<file path="config.mk">
export PLATFORM = sky130hd
export DESIGN_NAME = packed_ascii_field_decoder_unit
export DESIGN_NICKNAME = d
export VERILOG_FILES = /design/src/hw/rtl/pafd_pkg.sv /design/src/hw/rtl/pafd_decode.sv /design/src/hw/rtl/pafd_serializer.sv /design/src/hw/rtl/packed_ascii_field_decoder_unit.sv
export SDC_FILE = /design/constraint.sdc
export NUM_CORES = 1
export LEC_CHECK = 0
export BUFFER_PORTS_ARGS = -buffer_cell sky130_fd_sc_hd__buf_2
export CAP_MARGIN = 20
export CORE_UTILIZATION = 50
export CTS_CLUSTER_DIAMETER = 60
export DETAILED_ROUTE_END_ITERATION = 8
export PLACE_DENSITY = 0.69
export SYNTH_ARGS = -nofsm -noshare
export SYNTH_HDL_FRONTEND = slang
export SYNTH_SLANG_ARGS = --single-unit
export TNS_END_PERCENT = 1
</file>
<file path="constraint.sdc">
create_clock -name i_clk -period 7.66 [get_ports i_clk]
set_clock_uncertainty 0.1 [all_clocks]
set_input_delay 0.383 -clock i_clk [delete_from_list [all_inputs] [get_ports i_clk]]
set_output_delay 0.383 -clock i_clk [all_outputs]
set_load 0.005 [all_outputs]
</file>
<file path="src/hw/rtl/pafd_pkg.sv">
// Shared types, codes and small constant-divisor helpers for the packed
// ASCII field decoder. No dependencies.
`timescale 1ns / 1ps

package pafd_pkg;

    localparam int unsigned MaxResults = 4;
    localparam int unsigned ValueWidth = 31;
    localparam logic [ValueWidth-1:0] ValueMax = {ValueWidth{1'b1}};

    // character codes
    localparam logic [7:0] ChBang    = 8'd33;   // '!'
    localparam logic [7:0] ChContHi  = 8'd74;   // 'J'
    localparam logic [7:0] ChFinLo   = 8'd75;   // 'K'
    localparam logic [7:0] ChLetHi   = 8'd116;  // 't'
    localparam logic [7:0] ChModeU   = 8'd117;  // 'u'
    localparam logic [7:0] ChModeY   = 8'd121;  // 'y'
    localparam logic [7:0] ChZero    = 8'd122;  // 'z'
    localparam logic [7:0] ChEnd     = 8'd125;  // '}'
    localparam logic [7:0] ChSpace   = 8'd32;
    localparam logic [7:0] ChTab     = 8'd9;
    localparam logic [7:0] ChCr      = 8'd13;

    localparam logic [7:0] FollowerStep = 8'd84;

    typedef enum logic [2:0] {
        KIND_VALUE   = 3'd0,
        KIND_RUN     = 3'd1,
        KIND_END     = 3'd2,
        KIND_BAD_LET = 3'd3,
        KIND_BAD_INT = 3'd4
    } t_kind;

    typedef enum logic [3:0] {
        PH_IDLE   = 4'b0001,
        PH_INT    = 4'b0010,
        PH_RUN    = 4'b0100,
        PH_FOLLOW = 4'b1000
    } t_phase;

    typedef enum logic [4:0] {
        MODE_U = 5'b00001,
        MODE_V = 5'b00010,
        MODE_W = 5'b00100,
        MODE_X = 5'b01000,
        MODE_Y = 5'b10000
    } t_mode;

    // results caused by one input character
    typedef struct packed {
        logic [2:0]                                cnt;
        logic [MaxResults-1:0][2:0]                kind;
        logic [MaxResults-1:0][ValueWidth-1:0]     value;
    } t_bundle;

    // floor(x/3) for x < 128: x*43 >> 7
    function automatic logic [5:0] f_div3(input logic [6:0] x);
        logic [12:0] p;
        p = {6'd0, x} * 13'd43;
        return p[12:7];
    endfunction

    function automatic logic [1:0] f_mod3(input logic [6:0] x);
        logic [6:0] q3;
        q3 = {1'b0, f_div3(x)} * 7'd3;
        return 2'(x - q3);
    endfunction

    // floor(x/9) for x < 128: x*57 >> 9
    function automatic logic [3:0] f_div9(input logic [6:0] x);
        logic [12:0] p;
        p = {6'd0, x} * 13'd57;
        return p[12:9];
    endfunction

    function automatic logic [3:0] f_mod9(input logic [6:0] x);
        logic [6:0] q9;
        q9 = {3'd0, f_div9(x)} * 7'd9;
        return 4'(x - q9);
    endfunction

endpackage

</file>
<file path="src/hw/rtl/pafd_decode.sv">
// Decoder state (mode, phase, accumulator, lead digits) and the single-pass
// next-state and result logic for one character. Depends on pafd_pkg.
`timescale 1ns / 1ps

module pafd_decode (
    input  logic                i_clk,
    input  logic                i_rst_n,
    input  logic                i_fire,
    input  logic [7:0]          i_char,
    output pafd_pkg::t_bundle   o_bundle
);

    pafd_pkg::t_mode                          r_mode, n_mode;
    pafd_pkg::t_phase                         r_phase, n_phase;
    logic [pafd_pkg::ValueWidth-1:0]          r_acc, n_acc;
    logic [6:0]                               r_lead, n_lead;
    logic [1:0]                               r_fcnt, n_fcnt;

    logic                                     is_space;
    logic                                     is_cont;
    logic                                     is_fin;
    logic                                     is_let;
    logic [6:0]                               letter;
    logic [5:0]                               digit;
    logic [pafd_pkg::ValueWidth-1:0]          acc_base;
    logic [36:0]                              mac_full;
    logic [pafd_pkg::ValueWidth-1:0]          mac_sat;
    logic [7:0]                               lead_off;
    logic [7:0]                               follow_val;
    logic [3:0]                               n_div9;

    always_comb begin
        is_space = (i_char == pafd_pkg::ChSpace) ||
                   (i_char >= pafd_pkg::ChTab && i_char <= pafd_pkg::ChCr);
        is_cont  = (i_char >= pafd_pkg::ChBang) && (i_char <= pafd_pkg::ChContHi);
        is_fin   = (i_char >= pafd_pkg::ChFinLo) && (i_char <= pafd_pkg::ChLetHi);
        is_let   = is_cont || is_fin;
        letter   = 7'(i_char - pafd_pkg::ChBang);
        digit    = is_cont ? 6'(i_char - pafd_pkg::ChBang)
                           : 6'(i_char - pafd_pkg::ChFinLo);

        // a fresh integer starts from zero
        acc_base = (r_phase == pafd_pkg::PH_IDLE) ? '0 : r_acc;
        mac_full = {6'd0, acc_base} * 37'd42 + {31'd0, digit};
        mac_sat  = (mac_full > {6'd0, pafd_pkg::ValueMax}) ? pafd_pkg::ValueMax
                                                           : mac_full[30:0];

        case (pafd_pkg::f_mod3(r_lead))
            2'd1:    lead_off = pafd_pkg::FollowerStep;
            2'd2:    lead_off = 8'(2 * pafd_pkg::FollowerStep);
            default: lead_off = 8'd0;
        endcase
        follow_val = {1'b0, letter} + lead_off;
        n_div9     = pafd_pkg::f_div9(letter);
    end

    always_comb begin
        n_mode   = r_mode;
        n_phase  = r_phase;
        n_acc    = r_acc;
        n_lead   = r_lead;
        n_fcnt   = r_fcnt;
        o_bundle = '0;

        if (!is_space) begin
            if (r_phase == pafd_pkg::PH_INT || r_phase == pafd_pkg::PH_RUN ||
                (r_phase == pafd_pkg::PH_IDLE && r_mode == pafd_pkg::MODE_U &&
                 is_let)) begin
                // base-42 integer digit
                if (is_cont) begin
                    n_acc = mac_sat;
                    if (r_phase == pafd_pkg::PH_IDLE) begin
                        n_phase = pafd_pkg::PH_INT;
                    end
                end else if (is_fin) begin
                    o_bundle.cnt      = 3'd1;
                    o_bundle.kind[0]  = (r_phase == pafd_pkg::PH_RUN) ?
                                        pafd_pkg::KIND_RUN : pafd_pkg::KIND_VALUE;
                    o_bundle.value[0] = mac_sat;
                    n_phase           = pafd_pkg::PH_IDLE;
                    n_acc             = '0;
                end else begin
                    o_bundle.cnt     = 3'd1;
                    o_bundle.kind[0] = pafd_pkg::KIND_BAD_INT;
                    n_mode  = pafd_pkg::MODE_U;
                    n_phase = pafd_pkg::PH_IDLE;
                    n_acc   = '0;
                    n_lead  = '0;
                    n_fcnt  = '0;
                end
            end else if (r_phase == pafd_pkg::PH_FOLLOW) begin
                o_bundle.cnt = 3'd1;
                if (is_let) begin
                    o_bundle.kind[0]  = pafd_pkg::KIND_VALUE;
                    o_bundle.value[0] = {23'd0, follow_val};
                    n_lead            = {1'b0, pafd_pkg::f_div3(r_lead)};
                    if (r_fcnt == 2'd3) begin
                        n_phase = pafd_pkg::PH_IDLE;
                        n_fcnt  = '0;
                        n_lead  = '0;
                    end else begin
                        n_fcnt = r_fcnt + 2'd1;
                    end
                end else begin
                    o_bundle.kind[0] = pafd_pkg::KIND_BAD_LET;
                    n_mode  = pafd_pkg::MODE_U;
                    n_phase = pafd_pkg::PH_IDLE;
                    n_acc   = '0;
                    n_lead  = '0;
                    n_fcnt  = '0;
                end
            end else if (i_char == pafd_pkg::ChEnd) begin
                o_bundle.cnt     = 3'd1;
                o_bundle.kind[0] = pafd_pkg::KIND_END;
                n_mode           = pafd_pkg::MODE_U;
            end else if (i_char == pafd_pkg::ChZero) begin
                n_phase = pafd_pkg::PH_RUN;
                n_acc   = '0;
            end else if (i_char >= pafd_pkg::ChModeU && i_char <= pafd_pkg::ChModeY) begin
                case (3'(i_char - pafd_pkg::ChModeU))
                    3'd1:    n_mode = pafd_pkg::MODE_V;
                    3'd2:    n_mode = pafd_pkg::MODE_W;
                    3'd3:    n_mode = pafd_pkg::MODE_X;
                    3'd4:    n_mode = pafd_pkg::MODE_Y;
                    default: n_mode = pafd_pkg::MODE_U;
                endcase
            end else if (!is_let) begin
                o_bundle.cnt     = 3'd1;
                o_bundle.kind[0] = pafd_pkg::KIND_BAD_LET;
                n_mode  = pafd_pkg::MODE_U;
                n_phase = pafd_pkg::PH_IDLE;
                n_acc   = '0;
                n_lead  = '0;
                n_fcnt  = '0;
            end else begin
                // letter while idle in modes v..y (mode u handled above)
                case (r_mode)
                    pafd_pkg::MODE_V: begin
                        n_lead  = letter;
                        n_fcnt  = '0;
                        n_phase = pafd_pkg::PH_FOLLOW;
                    end
                    pafd_pkg::MODE_W: begin
                        o_bundle.cnt      = 3'd1;
                        o_bundle.value[0] = {24'd0, letter};
                    end
                    pafd_pkg::MODE_X: begin
                        o_bundle.cnt      = 3'd2;
                        o_bundle.value[0] = {27'd0, n_div9};
                        o_bundle.value[1] = {27'd0, pafd_pkg::f_mod9(letter)};
                    end
                    pafd_pkg::MODE_Y: begin
                        o_bundle.cnt      = 3'd4;
                        o_bundle.value[0] = {25'd0, pafd_pkg::f_div3({3'd0, n_div9})};
                        o_bundle.value[1] = {29'd0, pafd_pkg::f_mod3({3'd0, n_div9})};
                        o_bundle.value[2] =
                            {29'd0, pafd_pkg::f_mod3({1'b0, pafd_pkg::f_div3(letter)})};
                        o_bundle.value[3] = {29'd0, pafd_pkg::f_mod3(letter)};
                    end
                    default: begin
                        n_mode = pafd_pkg::MODE_U;
                    end
                endcase
            end
        end
    end

    always_ff @(posedge i_clk) begin
        if (!i_rst_n) begin
            r_mode  <= pafd_pkg::MODE_U;
            r_phase <= pafd_pkg::PH_IDLE;
            r_acc   <= '0;
            r_lead  <= '0;
            r_fcnt  <= '0;
        end else if (i_fire) begin
            r_mode  <= n_mode;
            r_phase <= n_phase;
            r_acc   <= n_acc;
            r_lead  <= n_lead;
            r_fcnt  <= n_fcnt;
        end
    end

endmodule

</file>
<file path="src/hw/rtl/pafd_serializer.sv">
// Result register: holds the results of one character and hands them out
// one item at a time. Depends on pafd_pkg.
`timescale 1ns / 1ps

module pafd_serializer (
    input  logic                              i_clk,
    input  logic                              i_rst_n,
    input  logic                              i_load,
    input  pafd_pkg::t_bundle                 i_bundle,
    output logic                              o_free,
    output logic                              o_valid,
    input  logic                              i_stall,
    output logic [2:0]                        o_kind,
    output logic [pafd_pkg::ValueWidth-1:0]   o_value,
    output logic                              o_last
);

    logic                r_vld;
    logic [1:0]          r_pos;
    pafd_pkg::t_bundle   r_bundle;
    logic                take;
    logic                is_last;

    assign is_last = ({1'b0, r_pos} + 3'd1) == r_bundle.cnt;
    assign take    = r_vld && !i_stall;
    assign o_free  = !r_vld || (take && is_last);

    assign o_valid = r_vld;
    assign o_kind  = r_bundle.kind[r_pos];
    assign o_value = r_bundle.value[r_pos];
    assign o_last  = is_last;

    always_ff @(posedge i_clk) begin
        if (!i_rst_n) begin
            r_vld <= 1'b0;
            r_pos <= '0;
        end else if (i_load) begin
            r_vld <= 1'b1;
            r_pos <= '0;
        end else if (take) begin
            // advance, drop the bundle after its last item
            if (is_last) begin
                r_vld <= 1'b0;
            end
            r_pos <= r_pos + 2'd1;
        end
    end

    always_ff @(posedge i_clk) begin
        if (i_load) begin
            r_bundle <= i_bundle;
        end
    end

endmodule

</file>
<file path="src/hw/rtl/packed_ascii_field_decoder_unit.sv">
// Top level of the packed ASCII field decoder: input register, decoder and
// result serializer. Depends on pafd_pkg, pafd_decode and pafd_serializer.
`timescale 1ns / 1ps

// One character enters per item and produces zero to four result items
// (kind, value, last), with last set on the final result of a character.
// The input side takes one character per cycle as long as each character
// yields at most one result and the output is not stalled; a character that
// yields more results (mode x gives two, mode y four) holds the output until
// its last result is taken, and the input stalls behind it. Whitespace and
// mode letters give no results. From input acceptance, a character passes
// through the input register, then the decoder into the result register.
// All decoding, including the saturating base-42 multiply-add, is done in a
// single pass between those two registers.
module packed_ascii_field_decoder_unit (
    input  logic                              i_clk,
    input  logic                              i_rst_n,
    input  logic                              i_valid,
    output logic                              o_stall,
    input  logic [7:0]                        i_in_char,
    output logic                              o_valid,
    input  logic                              i_stall,
    output logic [2:0]                        o_kind,
    output logic [pafd_pkg::ValueWidth-1:0]   o_value,
    output logic                              o_last
);

    logic                r_in_vld;
    logic [7:0]          r_char;
    logic                accept;
    logic                fire;
    logic                res_free;
    pafd_pkg::t_bundle   bundle;

    // decode the held character once the result register can take its results
    assign fire    = r_in_vld && res_free;
    assign o_stall = r_in_vld && !res_free;
    assign accept  = i_valid && !o_stall;

    always_ff @(posedge i_clk) begin
        if (!i_rst_n) begin
            r_in_vld <= 1'b0;
        end else if (accept) begin
            r_in_vld <= 1'b1;
        end else if (fire) begin
            r_in_vld <= 1'b0;
        end
    end

    // hold the character until it is decoded
    always_ff @(posedge i_clk) begin
        if (accept) begin
            r_char <= i_in_char;
        end
    end

    pafd_decode u_decode (
        .i_clk    (i_clk),
        .i_rst_n  (i_rst_n),
        .i_fire   (fire),
        .i_char   (r_char),
        .o_bundle (bundle)
    );

    // characters with no results update state only
    pafd_serializer u_serializer (
        .i_clk    (i_clk),
        .i_rst_n  (i_rst_n),
        .i_load   (fire && (bundle.cnt != 3'd0)),
        .i_bundle (bundle),
        .o_free   (res_free),
        .o_valid  (o_valid),
        .i_stall  (i_stall),
        .o_kind   (o_kind),
        .o_value  (o_value),
        .o_last   (o_last)
    );

endmodule
</file>
==> results.env, run 1 <==
CRIT_PATH_TOP_DELAY_CELL='fa_1'
WORST-SETUP-PATH-TYPE='reg -> reg'
SYNTH_TOP_CELLS_BY_AREA='ha_1 19%, edfxtp_1 12%, dfxtp_1 7.7%'
NUMBER_OF_HOLD_REPAIR_BUFFERS_ADDED_AT_THE_CTS_STAGE=0
FIN_CRIT_PS=7650
SYNTHESIS.AREA_MM2=0.0137
INSERTEDDIODECOUNT=0
FINAL_INSTANCE_AREA_MM2=0.0152
RUN_STATUS='completed'
CLOCK-ROOT-BUFFER='clkbuf_16'
GRT_ANTENNA_BEFORE_REPAIR=0
SYNTHESIS.YOSYS.WARNINGS=0
GLOBALROUTE.TOTALOVERFLOW=0
VIAS=12011
POWER-PER-CELL-AREA_mW_PER_MM2=293
P_TOTAL_mW=4.46
IOS=49
SWSHARE=0.421
DIEAREA_MM2=0.0282
CTS_HTREE_LEVELS=3
POST-SYNTH-TOP-AREA-CELL='ha_1'
SYNTH.YOSYS.SEQ_AREA_SHARE=0.193
WIRE_PER_INST_UM=17.2
GRT_PASS1_VIAS=11455
WIRELENGTH_UM=35200
NUMBER_OF_NETS_WITH_ANTENNA_VIOLATIONS_AFTER_ROUTING=0
GP_CONGESTION=0.900
CLKPWRFRAC=0.103
SYN_AVG_CELL_AREA_UM2=8.36
CELL_INTERNAL_PWR_mW=2.58
START_UTIL=0.510
WORST_SETUP_PATH_START_KIND='register'
SYNTH_ENABLE_FLOP_CELLS=53
SYNTH_CELL_TYPE_COUNT=89
CRIT_PATH_MAX_FANOUT=4
DP_HPWL_UM=28600
DP_CELLS=2018
LAYOUT_WORST_PATH_CYCLE_SHARE=0.999
GRT_PASS1_WL_UM=57900
MAX_CLOCK_FREQ_GHz=0.131
DIE_SPAN_Y_UM=168
CRIT_PATH_START='r_char[0]$_DFFE_PP_'
CRITPATHARRIVALTIME_PS=7670
NUMBER_OF_SETUP_VIOLATIONS_IN_THE_FINAL_REPORT=0
YS_DOMINANT_REG_CELL='edfxtp_1'
TOTAL_LEAKAGE_POWER_nW=7.02
DRT-INITIAL-DRC-COUNT=980
SLEW_VIOL_FINAL=0
FINAL.HOLD.WORST_SLACK_PS=92.5
SYNTHESIS.NETS=1915
CLK_LATENCY_PS=360
DESIGN.CORE.AREA_MM2=0.0270
NUMCLOCKSINKS=106
ROW_COUNT=60
FINAL-INSTANCE-COUNT-EXCL-FILL=2052
POWER.COMBINATIONAL.FRACTION=0.756
CTS.REPORTEDPATHS.CLKPINSLEW_PS=80
FIRST_PASS_ITERS=7
DRV.MAX_CAP_VIOLATION_COUNT=0
NUMBER_OF_STANDARD_CELLS_AFTER_SYNTHESIS=1644
POST_DP_CELL_AREA_MM2=0.0146
RSZ0062_AT_GRT='true'
ROUTED_VIA_DENSITY=5.85
CRITPATHREQUIREDTIME_PS=7670
ROUTE.DETAILED.DRC=0
AREAGROWTHSYNTHTOFINISH_PCT=10.9
WORST_REG2REG_PATH_STARTPOINT='r_char[0]$_DFFE_PP_'
NUMBER_OF_SYNTHESIZED_REGISTER_BITS=106
CTS_TREE='yes'
CP-END-KIND='register'
CTS_BUFFERS=9
WORST_HOLD_PATH_CLASS='in -> reg'
GRT_MAX_DEGREE=48
CLOCK_PATH_BUFFERS=2
VDD_IR_DROP_MAX_mV=0.534
TOTAL_SWITCHING_POWER_mW=1.88
FRACTION_OF_LAYOUT_CELLS_WITH_A_SIZE_SUFFIX_ABOVE_1=0.136
DIE_W_UM=168
LARGEST_STAGE_DELAY_WORST_PATH_PS=530
FIN_NETS=1977
MAX_SLEW_MARGIN=0.351
FINAL-HOLD-VIOLATION-COUNT=0
CRIT_PATH_FREQUENT_CELL='xnor2_1'
ASYNC_FLOP_SHARE=0
PORT_BUFFERS=48
TRACK_USAGE=0.253
FINAL_SUM_OF_NEGATIVE_SETUP_SLACK_PS=0
HOLD_PATH.STARTPOINT='i_in_char[5]'
WORST_PIN_SLEW_PS=974
SYNTHDOMINANTCELLAREASHARE=0.193
SHARE_SEQ_OF_TOTAL_POWER=0.141
-- cells in the final DEF (no fill, tap or decap), types with 11 or more instances in the layout --
| cell | synthesis | final |
|---|---|---|
| a211oi_1 | 19 | 19 |
| a21o_1 | 23 | 23 |
| a21oi_1 | 85 | 81 |
| a22o_1 | 12 | 12 |
| a22oi_1 | 11 | 11 |
| and2_1 | 59 | 58 |
| and3_1 | 40 | 40 |
| buf_2 | 11 | 48 |
| buf_4 | 1 | 70 |
| dfxtp_1 | 53 | 53 |
| edfxtp_1 | 53 | 53 |
| fa_1 | 47 | 47 |
| ha_1 | 212 | 202 |
| inv_1 | 189 | 177 |
| nand2_1 | 123 | 122 |
| nand3_1 | 29 | 29 |
| nand4_1 | 15 | 15 |
| nor2_1 | 110 | 107 |
| nor2b_1 | 26 | 24 |
| nor3_1 | 26 | 24 |
| o211ai_1 | 20 | 20 |
| o21a_1 | 13 | 13 |
| o21ai_0 | 49 | 46 |
| o21ai_1 | 35 | 36 |
| o21bai_1 | 11 | 11 |
| xnor2_1 | 95 | 90 |
| xor2_1 | 37 | 35 |
-- synth_stat cells (6+ instances only) --
master and n:
nand2b_1 9, a21boi_0 7, inv_1 189, o211ai_1 20, clkbuf_2 6, mux2i_1 6, fa_1 47, nand4_1 15
nor4_1 8, a31oi_1 9, and2_1 59, clkbuf_1 47, a21oi_1 85, a211oi_2 10, dfxtp_1 53, a31o_2 8
o21ai_1 35, o21a_1 13, nor3_1 26, ha_1 212, a211oi_1 19, o22ai_1 10, a22oi_1 11, o21bai_1 11
nor2_1 110, a21o_1 23, nand3_1 29, buf_2 11, nand2_1 123, xor2_1 37, a211o_1 7, edfxtp_1 53
and3_1 40, xnor2_1 95, o21ai_0 49, or2_2 8, a22o_1 12, nor2b_1 26
-- sequential cells by signal (all words and copies together) (netlist names) --
signal                 cells
r_char                     8
r_in_vld                   1
u_decode.r_acc            31
u_decode.r_fcnt            2
u_decode.r_lead            7
u_decode.r_mode            5
u_decode.r_phase           4
u_serializer.o_valid       1
u_serializer.r_bundle     45
u_serializer.r_pos         2
-- final timing paths --
kind                                             end  slack [ps]  cells past startpoint
max          u_serializer.r_bundle[63]$_SDFFCE_PP0P_           6                     38
min                              r_char[5]$_DFFE_PP_          90                      1
max reg2reg  u_serializer.r_bundle[63]$_SDFFCE_PP0P_           6                     38
min reg2reg          u_decode.r_acc[24]$_SDFFE_PN0P_         360                      2
-- routing by layer --
metal | global-route usage | wire, um
met5 | 0 | 0
met4 | 0.0598 | 611
met3 | 0.0266 | 1530
met2 | 0.418 | 16200
met1 | 0.354 | 17000
-- logic make-up after synthesis --
family / after synthesis / share of synthesized area
muxes: 8 / 0.00764
DFF: 106 / 0.193
xor gates and xnor gates: 132 / 0.0841
AOI/OAI and AO/OA: 389 / 0.196
and+or+nand+nor: 490 / 0.183
buffers and inverters: 260 / 0.0750
adders and majority gates: 259 / 0.261
-- timing repair --
item	4_1_cts	5_1_grt
pin swaps	26	39
setup buffers	11	8
setup endpoints to repair	2	4
resized for setup	7	38
-- layout make-up --
cell class / count / area (um^2)
Clock buffer: 9 / 225
Clock inverter: 7 / 70.1
Fill cell: 2418 / 11700
Inverter: 190 / 731
Multi-Input combinational cell: 1278 / 10300
Sequential cell: 106 / 2650
Tap cell: 341 / 427
Timing Repair Buffer: 121 / 800
-- power by group through the flow --
stage	Sequential (mW)	Combinational [mW]	Clock, mW
after floorplan	0.636	2.07	0
final	0.629	3.37	0.462
after detailed placement	0.642	2.67	0
after CTS	0.629	2.88	0.466
after global placement	0.641	2.56	0
after global routing	0.631	3.72	0.492
-- worst max-delay path: cells and delay by family, from the launching register on --
| family | cells | cell delay [ps] |
|---|---|---|
| xor+xnor | 8 | 1190 |
| flops | 1 | 520 |
| compound gates | 5 | 950 |
| simple gates | 9 | 1180 |
| fa+ha+maj | 10 | 3060 |
| buf+inv | 6 | 410 |
-- per-stage QoR --
| step | util | setup WS (ps) |
|---|---|---|
| 4_1_cts | 0.558 | -54.7 |
| 2_1_floorplan | - | -129 |
| 5_1_grt | 0.566 | -290 |
| 6_report | 0.566 | 6.19 |
| 3_5_place_dp | 0.543 | -121 |
| 3_3_place_gp | 0.543 | 31.0 |
No activity file was read; power rests on OpenSTA's default activity.
==> run 2, diff against run 1 <==
--- a/config.mk
+++ b/config.mk
@@ -5,12 +5,15 @@
 export SDC_FILE = /design/constraint.sdc
 export NUM_CORES = 1
 export LEC_CHECK = 0
+export ABC_AREA = 1
 export BUFFER_PORTS_ARGS = -buffer_cell sky130_fd_sc_hd__buf_2
 export CAP_MARGIN = 20
-export CORE_UTILIZATION = 50
+export CELL_PAD_IN_SITES_DETAIL_PLACEMENT = 1
+export CELL_PAD_IN_SITES_GLOBAL_PLACEMENT = 1
+export CORE_UTILIZATION = 35
 export CTS_CLUSTER_DIAMETER = 60
 export DETAILED_ROUTE_END_ITERATION = 8
-export PLACE_DENSITY = 0.69
+export PLACE_DENSITY_LB_ADDON = 0.1
 export SYNTH_ARGS = -nofsm -noshare
 export SYNTH_HDL_FRONTEND = slang
 export SYNTH_SLANG_ARGS = --single-unit
==> results.env, run 2 <==
VDD_IR_DROP_MAX_mV=0.441  # -17%
LAYOUT_COMMONEST_CELL='nand2_1'
NUMBER_OF_HOLD_REPAIR_BUFFERS_ADDED_AT_THE_CTS_STAGE=0  # unchanged
FIRST_PASS_ITERS=5  # -2
NUMCLOCKSINKS=106  # unchanged
FIN_NETS=2553  # +29%
DP_HPWL_UM=44100  # +54%
SYNTHESIS.YOSYS.WARNINGS=0  # unchanged
SYNTH_CELL_TYPE_COUNT=56  # -37%
FLIP_FLOP_COUNT_OF_THE_LARGEST_REGISTER_ALL_COPIES_AND_WORDS_ADDED=45  # unchanged
VIAS=14169  # +18%
DESIGN.CORE.AREA_MM2=0.0419  # +56%
GP_CONGESTION=0.900  # about the same
DIE_W_UM=208  # +24%
SYNTH.YOSYS.SEQ_AREA_SHARE=0.178  # -0.0144
CTS.REPORTEDPATHS.CLKPINSLEW_PS=90  # about the same
MAX_SLEW_MARGIN=0.316  # -0.0345
FINAL-HOLD-VIOLATION-COUNT=0  # unchanged
WORSTHOLDPATHCELLS=1  # unchanged
MAX_CLOCK_FREQ_GHz=0.136  # +4.2%
LAYOUT_WORST_PATH_CYCLE_SHARE=0.959  # -0.0406
CRIT_PATH_START='r_char[0]$_DFFE_PP_'
LAYOUT_TOP_REGISTERS='u_serializer.r_bundle (45), u_decode.r_acc (31), r_char (8)'
GRT_PASS1_VIAS=14715  # +28%
LARGEST_STAGE_DELAY_WORST_PATH_PS=550  # +20 ps
MET3ROUTEDLENGTH_UM=2060  # +35%
MET2_WIRELENGTH_UM=22200  # +37%
TOTAL_LEAKAGE_POWER_nW=8.90  # +27%
GRT_PASS1_WL_UM=82200  # +42%
SLEW_VIOL_FINAL=0  # unchanged
ROUTED_VIA_DENSITY=5.01  # -14%
CP-END-KIND='register'
DRT-INITIAL-DRC-COUNT=745  # -24%
IOS=49  # unchanged
CRIT_PATH_TOP_DELAY_CELL='fa_1'
WORST_HOLD_PATH_CLASS='in -> reg'
CLOCK_PATH_BUFFERS=2  # unchanged
ROUTE.DETAILED.DRC=0  # unchanged
GRT_ANTENNA_BEFORE_REPAIR=0  # unchanged
PORT_BUFFERS=48  # unchanged
R2R_CELLS=44  # +16%
START_UTIL=0.354  # -0.156
CTS_TREE='yes'
LAYOUT.CELLS.MOST_COMMON_LIST='566 x nand2_1, 431 x inv_1, 222 x nor2_1, 202 x ha_1, 94 x a21oi_1'
POST-SYNTH-TOP-AREA-CELL='ha_1'
INSERTEDDIODECOUNT=0  # unchanged
SYNTHESIS.AREA_MM2=0.0149  # +8.1%
WORST_REG2REG_PATH_STARTPOINT='r_char[0]$_DFFE_PP_'
RUN_STATUS='completed'
WORST_SETUP_PATH_START_KIND='register'
SYNTH_ENABLE_FLOP_CELLS=53  # unchanged
POST-SYNTH-TOP-COUNT-CELL='nand2_1'
FRACTION_OF_LAYOUT_CELLS_WITH_A_SIZE_SUFFIX_ABOVE_1=0.117  # -0.0184
WIRELENGTH_MET1_UM=27100  # +60%
NUMBER_OF_NETS_WITH_ANTENNA_VIOLATIONS_AFTER_ROUTING=0  # unchanged
NUMBER_OF_STANDARD_CELLS_AFTER_SYNTHESIS=2220  # +35%
SYNTHDOMINANTCELLAREASHARE=0.178  # -0.0144
FINISH.UTILIZATION=0.392  # -0.174
WORST_PIN_SLEW_PS=1020  # +48.0 ps
DRV.MAX_CAP_VIOLATION_COUNT=0  # unchanged
CRITPATHREQUIREDTIME_PS=7710  # +40 ps
CTS_HTREE_LEVELS=3  # unchanged
FIN_CRIT_PS=7340  # -311 ps
MULTI_INPUT_COMB_AREA_MM2=0.0105  # +1.7%
SYNTH_TOP_CELLS_BY_AREA='ha_1 18%, nand2_1 15%, inv_1 11%'
NETLIST_TOP_CELLS_COUNT='577 x nand2_1, 440 x inv_1, 223 x nor2_1'
LARGEST-REGISTER='u_serializer.r_bundle'
CRIT_PATH_FREQUENT_CELL='ha_4'
TRACK_USAGE=0.244  # -0.00861
CRIT_PATH_MAX_FANOUT=3  # -1
NUMBER_OF_SYNTHESIZED_REGISTER_BITS=106  # unchanged
NUMBER_OF_SETUP_VIOLATIONS_IN_THE_FINAL_REPORT=0  # unchanged
SYNTHESIS.NETS=2491  # +30%
ASYNC_FLOP_SHARE=0  # unchanged
SYN_AVG_CELL_AREA_UM2=6.69  # -20%
WORST-SETUP-PATH-TYPE='reg -> reg'
POWER-PER-CELL-AREA_mW_PER_MM2=302  # +3.0%
AREAGROWTHSYNTHTOFINISH_PCT=10.7
WIRELENGTH_UM=51900  # +47%
FINAL.HOLD.WORST_SLACK_PS=71.5  # -21.0 ps
GLOBALROUTE.TOTALOVERFLOW=0  # unchanged
DIE_SPAN_Y_UM=208  # +24%
WIRE_PER_INST_UM=18.4  # +6.9%
GRT_MAX_DEGREE=44  # -8.3%
HOLD_PATH.STARTPOINT='i_in_char[7]'
DIEAREA_MM2=0.0433  # +54%
ROW_COUNT=75  # +25%
SEQCELLAREA_MM2=0.00265  # unchanged
CTS_BUFFERS=9  # unchanged
CLK_LATENCY_PS=390  # +30 ps
YS_DOMINANT_REG_CELL='edfxtp_1'
CRITPATHARRIVALTIME_PS=7390  # -280 ps
FILLCELLCOUNT=5448  # +130%
CLOCK-ROOT-BUFFER='clkbuf_16'
HIGHEST_METAL_LAYER_WITH_SIGNAL_WIRES='met4'
run 2: cell count changes after synthesis, sizes merged, moves of 58 or more:
cell,change
and2,-58
xnor2,-79
nor2,+134
nand2,+475
inv,+264
nand3,+95
run 2: final timing paths:
path	end	slack [ps]
setup / recovery	u_serializer.r_bundle[63]$_SDFFCE_PP0P_	320
hold reg to reg	u_decode.r_acc[28]$_SDFFE_PN0P_	370
setup reg to reg	u_serializer.r_bundle[63]$_SDFFCE_PP0P_	320
hold / removal	r_char[7]$_DFFE_PP_	70
run 2: what timing repair did:
item	4_1_cts	5_1_grt
setup buffers	5	3
setup endpoints to repair	1	1
pin swaps	13	33
gates resized for setup	10	32
run 2: routing by layer:
metal,up-vias,global-route usage
met4,0,0.0488
met2,188,0.374
li1,7105,-
met1,6849,0.366
met5,-,0
met3,27,0.0287
run 2: stage by stage:
step                      setup TNS [ps]  area, um^2  cells  power, mW  worst slack, ps
after floorplan                        0       14900   2220       3.02             2.13
after global placement                 0       15900   2802       3.72             90.8
after detailed placement            -137       15900   2802       3.90             -137
after CTS                              0       16300   2823       4.51             11.5
after global routing               -54.5       16400   2826       5.51            -54.5
final                                  0       16400   2826       4.96              317
run 2: kinds of logic (layout without fill, tap and decap cells):
group	count (synthesis)	after routing	synth area share
adders and majority gates	259	259	0.242
DFF	106	106	0.178
and+or+nand+nor	1044	1044	0.309
AOI/OAI and AO/OA	234	234	0.0907
buffers and inverters	500	567	0.134
xor gates and xnor gates	77	77	0.0459
run 2: where the power goes:
group	internal [mW]	total [mW]	switching [mW]
Combinational	1.61	3.80	2.18
Clock	0.232	0.504	0.272
Sequential	0.630	0.659	0.0294
run 2: cell type report:
cell class / instances / area share
Clock buffer: 9 / 0.0137
Clock inverter: 7 / 0.00434
Inverter: 460 / 0.106
Timing Repair Buffer: 91 / 0.0342
Multi-Input combinational cell: 1614 / 0.640
Sequential cell: 106 / 0.161
Tap cell: 539 / 0.0410
run 2: critical path: cells and delay by family, from the launching register on:
family | cells | cell delay (ps)
AOI/OAI and AO/OA | 6 | 780
adders and majority gates | 9 | 2780
xor gates and xnor gates | 5 | 880
DFF | 1 | 480
and+or+nand+nor | 14 | 1390
buffers and inverters | 10 | 690
==> run 3, diff against run 2 <==
--- a/config.mk
+++ b/config.mk
@@ -5,7 +5,6 @@
 export SDC_FILE = /design/constraint.sdc
 export NUM_CORES = 1
 export LEC_CHECK = 0
-export ABC_AREA = 1
 export BUFFER_PORTS_ARGS = -buffer_cell sky130_fd_sc_hd__buf_2
 export CAP_MARGIN = 20
 export CELL_PAD_IN_SITES_DETAIL_PLACEMENT = 1
==> results.env, run 3 (synthesis results as in run 1) <==
CRITPATHARRIVALTIME_PS=7780  # +390 ps
R2R_CELLS=38  # -14%
DIE_SPAN_Y_UM=200  # -3.8%
SLEW_VIOL_FINAL=0  # unchanged
WORST_HOLD_PATH_CLASS='in -> reg'
FIN_WS_PS=-89.0  # -406 ps
NUMBER_OF_SETUP_VIOLATIONS_IN_THE_FINAL_REPORT=2  # +2
RSZ0062_AT_GRT='true'
GRT_MAX_DEGREE=46  # +4.5%
R2R_PATH_END='u_serializer.r_bundle[63]$_SDFFCE_PP0P_'
LAYOUT_WORST_PATH_CYCLE_SHARE=1.01  # +0.0530
GP_CONGESTION=0.870  # -3.3%
WORST_REG2REG_PATH_STARTPOINT='r_char[0]$_DFFE_PP_'
IOS=49  # unchanged
LARGEST_STAGE_DELAY_WORST_PATH_PS=540  # about the same
PORT_BUFFERS=48  # unchanged
SETUP.REG_TO_REG.WORST_SLACK_PS=-90  # -410 ps
WORST-SETUP-PATH-TYPE='reg -> reg'
TRACK_USAGE=0.218  # -0.0262
POST_DP_CELL_AREA_MM2=0.0150  # -5.7%
WORST_PIN_SLEW_PS=1060  # +37.2 ps
CRIT_PATH_MAX_FANOUT=6  # +3
NUMCLOCKSINKS=106  # unchanged
FINAL_INSTANCE_AREA_MM2=0.0155  # -5.8%
CTS.REPORTEDPATHS.CLKPINSLEW_PS=70  # -20 ps
VDD_IR_DROP_MAX_mV=0.340  # -23%
DRT-INITIAL-DRC-COUNT=524  # -30%
DRV.MAX_CAP_VIOLATION_COUNT=0  # unchanged
FIN_CRIT_PS=7750  # +406 ps
CLK_LATENCY_PS=380  # about the same
FIRST_PASS_ITERS=5  # unchanged
DP_HPWL_UM=35700  # -19%
FINISH.UTILIZATION=0.400  # +0.00793
INSERTEDDIODECOUNT=0  # unchanged
FRACTION_OF_LAYOUT_CELLS_WITH_A_SIZE_SUFFIX_ABOVE_1=0.135  # +0.0176
VIOLATIONS='negative setup slack'
MINIMUM_SETUP_SLACK_AFTER_PLACEMENT_PS=-215  # -77.3 ps
LAYOUT.CELLS.MOST_COMMON_LIST='205 x ha_1, 181 x inv_1, 122 x nand2_1, 109 x nor2_1, 92 x xnor2_1'
CLOCK_PATH_BUFFERS=2  # unchanged
DIE_W_UM=200  # -3.8%
CLOCK-ROOT-BUFFER='clkbuf_16'
MAX_SLEW_MARGIN=0.285  # -0.0312
NUMBER_OF_NETS_WITH_ANTENNA_VIOLATIONS_AFTER_ROUTING=0  # unchanged
DESIGN.CORE.AREA_MM2=0.0387  # -7.7%
ROW_COUNT=72  # -4.0%
MAX_CLOCK_FREQ_GHz=0.129  # -5.2%
CRITPATHREQUIREDTIME_PS=7690  # -20 ps
ROUTE.DETAILED.DRC=0  # unchanged
WIRELENGTH_UM=42600  # -18%
ROUTED_VIA_DENSITY=5.30  # +5.6%
TIMING.CRITICAL_PATH.TO='u_serializer.r_bundle[63]$_SDFFCE_PP0P_'
LAYOUT_COMMONEST_CELL='ha_1'
FINAL-HOLD-VIOLATION-COUNT=0  # unchanged
GRT_ANTENNA_BEFORE_REPAIR=0  # unchanged
WIRE_PER_INST_UM=19.0  # +3.3%
AREAGROWTHSYNTHTOFINISH_PCT=12.7
CP-END-KIND='register'
VIAS=11899  # -16%
FLIP_FLOP_COUNT_OF_THE_LARGEST_REGISTER_ALL_COPIES_AND_WORDS_ADDED=45  # unchanged
LARGEST-REGISTER='u_serializer.r_bundle'
RUN_STATUS='finished, violations left'
WORST_SETUP_PATH_START_KIND='register'
START_UTIL=0.355  # +0.000669
CRIT_PATH_TOP_DELAY_CELL='fa_1'
TOTAL_LEAKAGE_POWER_nW=7.08  # -20%
CRIT_PATH_START='r_char[0]$_DFFE_PP_'
GLOBALROUTE.TOTALOVERFLOW=0  # unchanged
CTS_TREE='yes'
FIN_NETS=1995  # -22%
POWER-PER-CELL-AREA_mW_PER_MM2=272  # -9.7%
DIEAREA_MM2=0.0401  # -7.4%
GRT_PASS1_VIAS=12597  # -14%
FINAL.HOLD.WORST_SLACK_PS=71.2  # -0.239 ps
CTS_HTREE_LEVELS=3  # unchanged
LAYOUT_TOP_REGISTERS='u_serializer.r_bundle (45), u_decode.r_acc (31), r_char (8)'
GRT_PASS1_WL_UM=69700  # -15%
CTS_BUFFERS=9  # unchanged
## run 3: final cells by class
class	count	area (um^2)
clock inverter	6	38.8
clock buffer	10	229
tap	518	648
inverter	190	729
sequential	106	2650
fill	4630	23200
timing repair buffer	139	935
multi-input combinational	1278	10300
## run 3: what timing repair did
item,CTS,global route
endpoints found under the setup margin,2,5
pin swaps,34,23
buffers inserted,16,3
hold buffers,0,0
gates resized for setup,24,2
## run 3: worst min-delay path by stage
stage,startpoint,to,slack [ps],depth (start not counted)
finish,i_in_char[5],r_char[5]$_DFFE_PP_,70,1
CTS,i_in_char[5],r_char[5]$_DFFE_PP_,50,1
floorplan,u_decode.r_acc[24]$_SDFFE_PN0P_,u_decode.r_acc[24]$_SDFFE_PN0P_,320,2
detailed placement,u_decode.r_acc[24]$_SDFFE_PN0P_,u_decode.r_acc[24]$_SDFFE_PN0P_,350,2
global placement,u_decode.r_acc[24]$_SDFFE_PN0P_,u_decode.r_acc[24]$_SDFFE_PN0P_,340,2
global route,i_in_char[7],r_char[7]$_DFFE_PP_,60,1
## run 3: where the power goes
group,switching [mW],leakage [nW],total [mW],internal (mW)
registers,0.0146,0.934,0.630,0.616
logic,1.53,6.01,3.13,1.60
clock network,0.237,0.135,0.458,0.221
total,1.78,7.08,4.22,2.44
## run 3: layer usage
metal | GRT usage | part of all wire | vias up
li1 | - | - | 5948
met1 | 0.294 | 0.49 | 5809
met2 | 0.373 | 0.47 | 116
met3 | 0.0293 | 0.024 | 26
met4 | 0.0396 | 0.013 | 0
met5 | 0 | 0 | -
## run 3: through the flow
stage / std cells / setup TNS, ps / power (mW)
floorplan: 1644 / -129 / 2.70
global placement: 2212 / -107 / 3.33
detailed placement: 2212 / -414 / 3.45
CTS: 2244 / -79.9 / 4.24
global route: 2247 / -1590 / 4.69
finish: 2247 / -95.1 / 4.22
## run 3: worst max-delay path, delay by kind of cell (launching register included)
family | cells | cell delay, ps
flops | 1 | 400
fa+ha+maj | 10 | 3360
simple gates | 8 | 1130
buf+inv | 12 | 1160
xor+xnor | 7 | 1140
compound gates | 1 | 190
